--- src/rtl/vehb_pkg.sv ---
// ----------------------------------------------------------------------------
// vehb_pkg
// Shared types, register indexes and helpers for the velocity breaker.
// ----------------------------------------------------------------------------
package vehb_pkg;

    // fixed-point widths
    localparam int SAMPLE_W = 32;
    localparam int WEIGHT_W = 17;
    localparam int CNT_W    = 32;
    localparam int FRAC_W   = 16;
    localparam int PROD_W   = SAMPLE_W + WEIGHT_W;

    // one in Q1.16
    localparam logic [WEIGHT_W-1:0] ONE_Q16 = WEIGHT_W'(1 << FRAC_W);

    // configuration register indexes
    localparam int CFG_IDX_W = 2;
    localparam logic [CFG_IDX_W-1:0] CFG_EMA_ALPHA        = 2'd0;
    localparam logic [CFG_IDX_W-1:0] CFG_MAX_VELOCITY     = 2'd1;
    localparam logic [CFG_IDX_W-1:0] CFG_CLEAR_HYSTERESIS = 2'd2;

    // configuration reset values
    localparam logic [WEIGHT_W-1:0] ALPHA_RST = 17'd6554;
    localparam logic [SAMPLE_W-1:0] MAXV_RST  = 32'd65536;
    localparam logic [WEIGHT_W-1:0] CLEAR_RST = 17'd52429;

    // front stage payload
    typedef struct packed {
        logic                seed;
        logic [SAMPLE_W-1:0] delta;
    } front_t;

    // weights above one act as one
    function automatic logic [WEIGHT_W-1:0] clamp_weight(input logic [WEIGHT_W-1:0] w);
        logic [WEIGHT_W-1:0] r;
        r = (w > ONE_Q16) ? ONE_Q16 : w;
        return r;
    endfunction

endpackage

--- src/rtl/vehb_front.sv ---
// ----------------------------------------------------------------------------
// vehb_front
// Input stage: keeps the previous sample and forms the absolute difference.
// ----------------------------------------------------------------------------
module vehb_front
    import vehb_pkg::*;
(
    input  logic                clk,
    input  logic                rst_n,
    input  logic                adv,
    input  logic                cfg_clr,
    input  logic                in_valid,
    input  logic [SAMPLE_W-1:0] sample,
    output logic                front_vld,
    output front_t              front
);

    logic                vld_reg;
    logic                seeded_reg;
    logic [SAMPLE_W-1:0] prev_reg;
    front_t              front_reg;
    front_t              front_next;
    logic [SAMPLE_W:0]   diff;
    logic                xfer;

    assign xfer = in_valid && adv;

    // signed difference and its magnitude
    always_comb
    begin
        diff             = {sample[SAMPLE_W-1], sample} - {prev_reg[SAMPLE_W-1], prev_reg};
        front_next.seed  = !seeded_reg;
        front_next.delta = diff[SAMPLE_W] ? SAMPLE_W'(-diff) : diff[SAMPLE_W-1:0];
    end

    // stage valid and seeding state
    always_ff @(posedge clk or negedge rst_n)
    begin
        if (!rst_n)
        begin
            vld_reg    <= 1'b0;
            seeded_reg <= 1'b0;
            prev_reg   <= '0;
        end
        else if (cfg_clr)
        begin
            seeded_reg <= 1'b0;
            prev_reg   <= '0;
        end
        else
        begin
            if (adv)
                vld_reg <= in_valid;
            if (xfer)
            begin
                seeded_reg <= 1'b1;
                prev_reg   <= sample;
            end
        end
    end

    // payload
    always_ff @(posedge clk)
    begin
        if (adv)
            front_reg <= front_next;
    end

    assign front_vld = vld_reg;
    assign front     = front_reg;

endmodule

--- src/rtl/vehb_ema.sv ---
// ----------------------------------------------------------------------------
// vehb_ema
// Exponential average: weighted difference product, then the average update.
// ----------------------------------------------------------------------------
module vehb_ema
    import vehb_pkg::*;
(
    input  logic                clk,
    input  logic                rst_n,
    input  logic                adv,
    input  logic                cfg_clr,
    input  logic [WEIGHT_W-1:0] alpha,
    input  logic                front_vld,
    input  front_t              front,
    output logic                avg_vld,
    output logic [SAMPLE_W-1:0] avg
);

    logic                mul_vld_reg;
    logic                mul_seed_reg;
    logic [PROD_W-1:0]   mul_reg;
    logic [PROD_W-1:0]   mul_next;
    logic                avg_vld_reg;
    logic [SAMPLE_W-1:0] avg_reg;
    logic [SAMPLE_W-1:0] avg_next;
    logic [PROD_W-1:0]   acc;
    logic [WEIGHT_W-1:0] keep;

    // weighted newest difference
    assign mul_next = PROD_W'(alpha) * PROD_W'(front.delta);

    // blend with the running average
    always_comb
    begin
        keep     = ONE_Q16 - alpha;
        acc      = mul_reg + PROD_W'(keep) * PROD_W'(avg_reg);
        avg_next = acc[FRAC_W+SAMPLE_W-1:FRAC_W];
    end

    // stage valids and average state
    always_ff @(posedge clk or negedge rst_n)
    begin
        if (!rst_n)
        begin
            mul_vld_reg <= 1'b0;
            avg_vld_reg <= 1'b0;
            avg_reg     <= '0;
        end
        else if (cfg_clr)
        begin
            avg_reg <= '0;
        end
        else if (adv)
        begin
            mul_vld_reg <= front_vld;
            avg_vld_reg <= mul_vld_reg;
            if (mul_vld_reg && !mul_seed_reg)
                avg_reg <= avg_next;
        end
    end

    // product stage payload
    always_ff @(posedge clk)
    begin
        if (adv)
        begin
            mul_reg      <= mul_next;
            mul_seed_reg <= front.seed;
        end
    end

    assign avg_vld = avg_vld_reg;
    assign avg     = avg_reg;

endmodule

--- src/rtl/vehb_trip.sv ---
// ----------------------------------------------------------------------------
// vehb_trip
// Hysteresis breaker, event pulses, saturating counters and result register.
// ----------------------------------------------------------------------------
module vehb_trip
    import vehb_pkg::*;
(
    input  logic                clk,
    input  logic                rst_n,
    input  logic                adv,
    input  logic                cfg_clr,
    input  logic [SAMPLE_W-1:0] max_vel,
    input  logic [PROD_W-1:0]   clear_lvl,
    input  logic                avg_vld,
    input  logic [SAMPLE_W-1:0] avg,
    output logic                out_valid,
    output logic                tripped,
    output logic                trip_event,
    output logic                clear_event,
    output logic [SAMPLE_W-1:0] velocity,
    output logic [CNT_W-1:0]    trip_total,
    output logic [CNT_W-1:0]    sample_total
);

    logic                out_vld_reg;
    logic                trip_reg;
    logic                trip_ev_reg;
    logic                clear_ev_reg;
    logic [SAMPLE_W-1:0] vel_reg;
    logic [CNT_W-1:0]    trip_cnt_reg;
    logic [CNT_W-1:0]    smp_cnt_reg;
    logic                trip_next;
    logic                step;

    assign step = avg_vld && adv;

    // hold level once tripped, strict threshold otherwise
    always_comb
    begin
        if (trip_reg)
            trip_next = {1'b0, avg, {FRAC_W{1'b0}}} >= clear_lvl;
        else
            trip_next = avg > max_vel;
    end

    // breaker state and counters
    always_ff @(posedge clk or negedge rst_n)
    begin
        if (!rst_n)
        begin
            out_vld_reg  <= 1'b0;
            trip_reg     <= 1'b0;
            trip_cnt_reg <= '0;
            smp_cnt_reg  <= '0;
        end
        else if (cfg_clr)
        begin
            trip_reg     <= 1'b0;
            trip_cnt_reg <= '0;
            smp_cnt_reg  <= '0;
        end
        else
        begin
            if (adv)
                out_vld_reg <= avg_vld;
            if (step)
            begin
                trip_reg <= trip_next;
                if (~&smp_cnt_reg)
                    smp_cnt_reg <= smp_cnt_reg + CNT_W'(1);
                if (trip_next && !trip_reg && ~&trip_cnt_reg)
                    trip_cnt_reg <= trip_cnt_reg + CNT_W'(1);
            end
        end
    end

    // result payload
    always_ff @(posedge clk)
    begin
        if (adv)
        begin
            trip_ev_reg  <= trip_next && !trip_reg;
            clear_ev_reg <= !trip_next && trip_reg;
            vel_reg      <= avg;
        end
    end

    assign out_valid    = out_vld_reg;
    assign tripped      = trip_reg;
    assign trip_event   = trip_ev_reg;
    assign clear_event  = clear_ev_reg;
    assign velocity     = vel_reg;
    assign trip_total   = trip_cnt_reg;
    assign sample_total = smp_cnt_reg;

`ifndef SYNTH
    // a trip pulse always shows the breaker tripped
    a_trip_ev_level: assert property (@(posedge clk) disable iff (!rst_n)
        out_vld_reg && trip_ev_reg |-> trip_reg)
        else $error("trip event without tripped level");

    // a clear pulse always shows the breaker clear
    a_clear_ev_level: assert property (@(posedge clk) disable iff (!rst_n)
        out_vld_reg && clear_ev_reg |-> !trip_reg)
        else $error("clear event with tripped level");

    // every trip comes with a counted sample
    a_cnt_order: assert property (@(posedge clk) disable iff (!rst_n)
        trip_cnt_reg <= smp_cnt_reg)
        else $error("trip count above sample count");

    // from clear, an average above the threshold trips the breaker at that transfer
    a_trip_on_excess: assert property (@(posedge clk) disable iff (!rst_n)
        step && !cfg_clr && !trip_reg && (avg > max_vel) |=> trip_reg && trip_ev_reg)
        else $error("average above threshold did not trip");
`endif

endmodule

--- src/rtl/velocity_ema_hysteresis_breaker.sv ---
// ----------------------------------------------------------------------------
// velocity_ema_hysteresis_breaker
// Rate-of-change breaker: exponential average of sample differences with a
// hysteresis trip flag and saturating counters.
// ----------------------------------------------------------------------------
//  channel  | handshake               | payload
//  ---------+-------------------------+------------------------------------
//  input    | in_valid / in_stall     | sample
//  output   | out_valid / out_stall   | tripped, trip_event, clear_event,
//           |                         | velocity, trip_total, sample_total
//  config   | cfg_wr_en               | cfg_index, cfg_data
//
//  One sample per cycle while no result is stalled; a result passes through
//  four register stages (difference, loaded at the transfer edge,
//  weighted product, average update, breaker and counters).
//  The average update is the only loop with a multiply: one 17x32 multiply and an add.
//  A stalled result freezes the whole pipeline; in_stall follows it.
//  Reset or a known write clears seed, average, breaker and counters at once.
// ----------------------------------------------------------------------------
module velocity_ema_hysteresis_breaker
    import vehb_pkg::*;
(
    input  logic                 clk,
    input  logic                 rst_n,
    input  logic                 cfg_wr_en,
    input  logic [CFG_IDX_W-1:0] cfg_index,
    input  logic [SAMPLE_W-1:0]  cfg_data,
    input  logic                 in_valid,
    output logic                 in_stall,
    input  logic [SAMPLE_W-1:0]  sample,
    output logic                 out_valid,
    input  logic                 out_stall,
    output logic                 tripped,
    output logic                 trip_event,
    output logic                 clear_event,
    output logic [SAMPLE_W-1:0]  velocity,
    output logic [CNT_W-1:0]     trip_total,
    output logic [CNT_W-1:0]     sample_total
);

    logic [WEIGHT_W-1:0] alpha_reg;
    logic [SAMPLE_W-1:0] maxv_reg;
    logic [WEIGHT_W-1:0] clear_reg;
    logic [PROD_W-1:0]   clear_lvl_reg;
    logic                cfg_clr;
    logic                adv;
    logic                front_vld;
    front_t              front;
    logic                avg_vld;
    logic [SAMPLE_W-1:0] avg;

    // pipeline moves unless a finished result is held
    assign adv      = !(out_valid && out_stall);
    assign in_stall = !adv;

    // known register writes clear seeding, average, breaker and counters
    always_comb
    begin
        cfg_clr = cfg_wr_en && (cfg_index inside {CFG_EMA_ALPHA, CFG_MAX_VELOCITY,
                                                  CFG_CLEAR_HYSTERESIS});
    end

    // configuration registers
    always_ff @(posedge clk or negedge rst_n)
    begin
        if (!rst_n)
        begin
            alpha_reg <= ALPHA_RST;
            maxv_reg  <= MAXV_RST;
            clear_reg <= CLEAR_RST;
        end
        else if (cfg_wr_en)
        begin
            case (cfg_index)
                CFG_EMA_ALPHA:        alpha_reg <= cfg_data[WEIGHT_W-1:0];
                CFG_MAX_VELOCITY:     maxv_reg  <= cfg_data;
                CFG_CLEAR_HYSTERESIS: clear_reg <= cfg_data[WEIGHT_W-1:0];
                default:              ;
            endcase
        end
    end

    // clear level = threshold times clear factor, refreshed every cycle
    always_ff @(posedge clk)
    begin
        clear_lvl_reg <= PROD_W'(maxv_reg) * PROD_W'(clamp_weight(clear_reg));
    end

    vehb_front u_front (
        .clk       (clk),
        .rst_n     (rst_n),
        .adv       (adv),
        .cfg_clr   (cfg_clr),
        .in_valid  (in_valid),
        .sample    (sample),
        .front_vld (front_vld),
        .front     (front)
    );

    vehb_ema u_ema (
        .clk       (clk),
        .rst_n     (rst_n),
        .adv       (adv),
        .cfg_clr   (cfg_clr),
        .alpha     (clamp_weight(alpha_reg)),
        .front_vld (front_vld),
        .front     (front),
        .avg_vld   (avg_vld),
        .avg       (avg)
    );

    vehb_trip u_trip (
        .clk          (clk),
        .rst_n        (rst_n),
        .adv          (adv),
        .cfg_clr      (cfg_clr),
        .max_vel      (maxv_reg),
        .clear_lvl    (clear_lvl_reg),
        .avg_vld      (avg_vld),
        .avg          (avg),
        .out_valid    (out_valid),
        .tripped      (tripped),
        .trip_event   (trip_event),
        .clear_event  (clear_event),
        .velocity     (velocity),
        .trip_total   (trip_total),
        .sample_total (sample_total)
    );

endmodule

--- config.mk ---
export PLATFORM = sky130hd
export DESIGN_NAME = velocity_ema_hysteresis_breaker
export DESIGN_NICKNAME = d
export VERILOG_FILES = /design/src/rtl/vehb_pkg.sv /design/src/rtl/vehb_front.sv /design/src/rtl/vehb_ema.sv /design/src/rtl/vehb_trip.sv /design/src/rtl/velocity_ema_hysteresis_breaker.sv
export SDC_FILE = /design/constraint.sdc
export NUM_CORES = 2
export LEC_CHECK = 0
export BUFFER_PORTS_ARGS = -buffer_cell sky130_fd_sc_hd__buf_4
export CAP_MARGIN = 20
export CORE_ASPECT_RATIO = 0.75
export CORE_MARGIN = 10
export CORE_UTILIZATION = 55
export DETAILED_ROUTE_END_ITERATION = 6
export GPL_TIMING_DRIVEN = 0
export PLACE_DENSITY = 0.79
export RECOVER_POWER = 50
export SLEW_MARGIN = 25
export SYNTH_ARGS = -nofsm -noshare
export SYNTH_HDL_FRONTEND = slang
export SYNTH_HIERARCHICAL = 1
export SYNTH_SLANG_ARGS = --single-unit
export TNS_END_PERCENT = 20
--- constraint.sdc ---
create_clock -name clk -period 10.3 [get_ports clk]
set_input_delay 3.09 -clock clk [delete_from_list [all_inputs] [get_ports clk]]
set_output_delay 3.09 -clock clk [all_outputs]
set_load 0.005 [all_outputs]
After elaboration in Yosys (flattened, before gate mapping)
Index checks and enable logic that the tools add are counted.
- output and inout bits: 101
- word-level logic and storage cells: 88
- bits of input ports: 71
- bits in registers: 365
- bitwise operators: 2
- $add $sub $neg: 6
- $mul: 3
- reduce and logical (&&, ||, !) cells: 29
- muxes and demuxes: 19
- equality and inequality tests: 4
- order comparisons: 4
- operators by type and width (kind ; count):
    $mux 32 ; 12
    $mul 17x32->48 ; 2
    $add 32x1->32 const B ; 2
    $reduce_and 32->1 ; 2
    $ge 48x49->1 ; 1
    $mul 32x17->49 ; 1
    $add 48x48->48 ; 1
    $gt 17x17->1 const B ; 2
    $mux 17 ; 2
    $sub 32x32->33 ; 1
    $gt 32x32->1 ; 1
    $neg 32->32 ; 1
    $sub 17x17->17 const A ; 1
    $reduce_and 2->1 ; 7
    $logic_and 1x1->1 ; 8
    $reduce_bool 2->1 ; 4
    $logic_not 1->1 ; 6
    $mux 1 ; 5
    $reduce_bool 3->1 ; 1
    $eq 2x1->1 const B ; 1
    $eq 2x2->1 const B ; 1
    $logic_not 2->1 ; 1
    $ne 2x1->1 const B ; 1
    $ne 2x2->1 const B ; 1
    $not 1->1 ; 2

Logic depth before layout (Yosys ltp)
- depth in word-level cells: 8
- depth in mapped cells: 35
- mapped depth without buffers: 32

Modules after synthesis
The synthesis kept the hierarchy.
- by module, submodules not included (module ; cells each ; seq. area each (um^2) ; times used ; area each (um^2)):
    vehb_ema ; 4227 ; 2322.2 ; 1 ; 37458.4
    velocity_ema_hysteresis_breaker ; 2242 ; 2653.8 ; 1 ; 21080.2
    vehb_trip ; 666 ; 2672.6 ; 1 ; 6261.0
    vehb_front ; 590 ; 1841.8 ; 1 ; 5290.1

Worst setup path before layout
OpenSTA, ideal clock, no wires.
- path type: input -> output
- start: in out_stall
- end: out in_stall
- setup slack: 1328 ps
- stages on the path: 2
- required time: 7210 ps
- buffers on the path: 0
- data arrival time: 5882 ps
- path through: nand2_1 inv_1
- longest elaborated chain between the ends: 1
- RTL lines (item ; line ; text):
    from (decl) ; velocity_ema_hysteresis_breaker.sv:32 ; input logic out_stall,
    $logic_and 1x1->1 ; velocity_ema_hysteresis_breaker.sv:53 ; assign adv = !(out_valid && out_stall);
    to (decl) ; velocity_ema_hysteresis_breaker.sv:29 ; output logic in_stall,
Every way passes these cells.

Worst setup path in the final report
- start: reg alpha_reg[0]
- end: reg u_ema.avg_reg[31] (netlist: u_ema/avg[31])
- longest elaborated chain between the ends: 8
- RTL lines (item ; line ; text):
    from (decl) ; velocity_ema_hysteresis_breaker.sv:41 ; logic [WEIGHT_W-1:0] alpha_reg;
    from (signal assigned) ; velocity_ema_hysteresis_breaker.sv:75 ; CFG_EMA_ALPHA: alpha_reg <= cfg_data[WEIGHT_W-1:0];
    $gt 17x17->1 ; vehb_pkg.sv:37 ; r = (w > ONE_Q16) ? ONE_Q16 : w;
    $mux 17 * ; vehb_pkg.sv:37 ;
    $sub 17x17->17 * ; vehb_ema.sv:35 ; keep = ONE_Q16 - alpha;
    $mul 17x32->48 * ; vehb_ema.sv:36 ; acc = mul_reg + PROD_W'(keep) * PROD_W'(avg_reg);
    $add 48x48->48 * ; vehb_ema.sv:36 ;
    $mux 32 * ; vehb_ema.sv:57 ; if (mul_vld_reg && !mul_seed_reg)
    $mux 32 * ; vehb_ema.sv:53 ; else if (adv)
    $mux 32 * ; vehb_ema.sv:49 ; else if (cfg_clr)
    to (signal assigned) ; vehb_ema.sv:58 ; avg_reg <= avg_next;
    to (decl) ; vehb_ema.sv:24 ; logic [SAMPLE_W-1:0] avg_reg;
Every way passes the cells marked *; elsewhere a longest branch is shown, timed or not. The select of a mux whose other input is x is not followed.
A chain may end at the register's enable or synchronous reset.

==> impl_metrics.yaml <==
detailed_routing:
  wirelength_um: 213000
  viasPerCell: 5.70
  drt-initial-drc-count: 5389
  ant_nets: 0
  drtPass1Iterations: 7
  drc_errors: 0
  wl_per_cell_um: 22.0
  num_vias: 55039
synthesis:
  synthArstFlopShare: 0.548
  synthMuxAreaShare: 0.0137
  synth_xor_xnor_area_share: 0.0268
  synthCells: 7725
  synthAdderAreaFrac: 0.478
  synth-edff-count: 116
  synth_seq_cells: 365
  ys_warn_count: 6
  seq_area_frac_synth: 0.135
  synth_top_family_by_area: "adder cells"
  synthFlopType: "dfrtp_1"
  synth_cell_types: 115
  synth_compound_area_frac: 0.0694
  syn_nets: 9639
  post_synth.cell_area_avg_um2: 9.07
  netlist_area_mm2: 0.0701
  synth-simple-area-share: 0.160
floorplanning:
  core_area_mm2: 0.127
  ios: 172
  fp.dieH_um: 329
  num_rows: 113
  start_util: 0.554
  dieArea_mm2: 0.142
  die_width_um: 432
sta:
  period_minus_slack_ns: 10.17
  setup_viol: 0
  fmax_mhz: 98.3
  final-max-slew-violation-count: 283
  maxSlewHeadroom: -1.92
  timing.hold.ws_ns: 0.481
  post-route-period-util: 0.988
  worst_slew_pin_slew_ns: 4.37
  finalSetupTns_ns: 0
  hold_violations: 0
  worst_slack_ns: 0.129
  finalClockSkew_ns: 0.0353
critical_path:
  cp.arrival_ns: 10.66
  cp-start-kind: "flop"
  path_class: "reg -> reg"
  required_ns: 10.78
  cpMaxStageDelayCell: "fa_1"
  rrSetupSlack_ns: 0.13
  cpPeakStageDelay_ns: 0.57
  cp_common_cell: "fa_1"
  path_max_fanout: 10
  cp-end-kind: "flop"
global_routing:
  grt_pass1_vias: 56784
  antenna_found_initial: 11
  gr-total-overflow: 0
  grt_max_degree: 80
  grt_pass1_wl_um: 333000
  grt.total_usage: 0.303
cells_and_area:
  nets: 9864
  drive_above_1_share: 0.0560
  largest_register_ffs: 49
  num-fill-cells: 10752
  area_delta_synth_final_pct: 7.20
  fin_cells: 9659
job:
  cap_violations: 5
cts:
  cts.clk_slew.worst_paths_ns: 0.07
  clock_latency_ns: 0.63
  cts_tree: "done"
  root_buffer: "clkbuf_16"
  cts_max_path_buffers: 3
  clkSinkCount: 365
  holdBufCountCts: 0
  htree_levels: 2
  cts-buffers-inserted: 42
worst_hold_path:
  worstHoldPathType: "reg -> reg"
placed_design:
  dp_hpwl_um: 177000
  dp_cells: 9569
  place.gp.congestion: 1.03
  numPortBuffers: 171
  preCtsSetupSlack_ns: -0.766
status:
  violations: "capacitance limit, slew limit"
  status: "finished, violations left"
[cells by family (layout without fill, tap and decap cells)]
| kind of cell | count (synthesis) | after routing |
|---|---|---|
| other | 0 | 8 |
| buffers and inverters | 2159 | 2418 |
| muxes | 86 | 86 |
| AOI/OAI and AO/OA | 690 | 690 |
| xor gates and xnor gates | 213 | 213 |
| DFF | 365 | 365 |
| and+or+nand+nor | 2369 | 2369 |
| adders and majority gates | 1843 | 1843 |
[final cells by class]
type | count | area, um^2 | share of cell area
tap | 1667 | 2090 | 0.0278
timing repair buffer | 181 | 1360 | 0.0181
multi-input combinational | 5201 | 52600 | 0.700
clock inverter | 20 | 209 | 0.00278
sequential | 365 | 9490 | 0.126
clock buffer | 58 | 1180 | 0.0157
antenna | 8 | 20.0 | 0.000266
buffer | 405 | 1600 | 0.0212
inverter | 1754 | 6580 | 0.0876
[layer usage]
metal	track usage	up-vias	wire [um]
met1	0.432	27617	87200
met4	0.0917	10	7180
met2	0.424	3219	86400
met5	0.00301	-	198
met3	0.117	432	31800
li1	-	23761	-
[cells in the mapped netlist (all sizes together) (6+ instances only)]
master	count	area (um^2)
inv	1754	6580
fa	1391	27800
nand2	1263	4740
and2	548	3430
ha	452	5660
clkbuf	363	1370
a21oi	198	1010
dfrtp	183	4580
nor2	165	622
xnor2	139	1220
o21ai	124	647
edfxtp	116	3480
mux2	82	923
a21o	79	594
nand3	74	370
xor2	73	639
a22o	65	569
nor2b	65	414
nand4	59	369
dfxtp	49	981
nor3	47	245
buf	41	181
or3	32	200
nor4	30	209
o21a	26	195
o211ai	24	200
and3	23	145
a211oi	21	188
a31oi	21	138
dfstp	17	447
o21bai	17	131
and4	14	124
o31ai	14	105
or4	14	110
nand2b	13	81.3
a41oi	11	104
a221oi	9	115
a2111oi	8	120
a311oi	8	88.8
nor3b	8	60.1
o2111ai	7	73.8
a211o	6	53.8
a21boi	6	45.1
[critical path, delay by kind of cell, from the launching register on]
kind | cells | cell delay (ns)
buf+inv | 6 | 1.36
flops | 1 | 0.40
fa+ha+maj | 7 | 3.42
simple gates | 9 | 1.60
xor+xnor | 2 | 0.91
compound gates | 7 | 2.31
[cells in the final DEF, fill, tap and decap left out, drive strengths merged, types with 74 or more instances in the layout]
cell    count
fa       1391
and2      548
nor2      165
clkbuf    426
ha        452
a21oi     198
edfxtp    116
nand2    1263
o21ai     124
a21o       79
mux2       82
inv      1758
dfrtp     183
nand3      74
buf       217
xnor2     139
[path summary, 6_finish.rpt]
kind                                         from                    to  cells past startpoint
worst max-delay path                 alpha_reg[0]         u_ema/avg[31]                     31
worst min-delay path            u_front/front[32]    u_ema/mul_seed_reg                      0
worst max register to register       alpha_reg[0]         u_ema/avg[31]                     31
worst min register to register  u_front/front[32]    u_ema/mul_seed_reg                      0
max in group asynchronous                   rst_n           maxv_reg[0]                      2
min in group asynchronous                   rst_n  u_front/prev_reg[24]                      1
[metrics by stage]
stage	instance area [um^2]	util
after global routing	75100	0.594
after detailed placement	73600	0.582
after CTS	75100	0.593
final	75100	0.594
after floorplan	70100	-
after global placement	73500	0.581
[timing repair]
action / 4_1_cts / 5_1_grt
resized for setup: 11 / 45
endpoints found under the setup margin: 21 / 19
buffers inserted: 0 / 3
pin swaps: 0 / 4
Power is not shown: default switching activity piles up to over one toggle a cycle in this logic, so the estimate is an artifact.
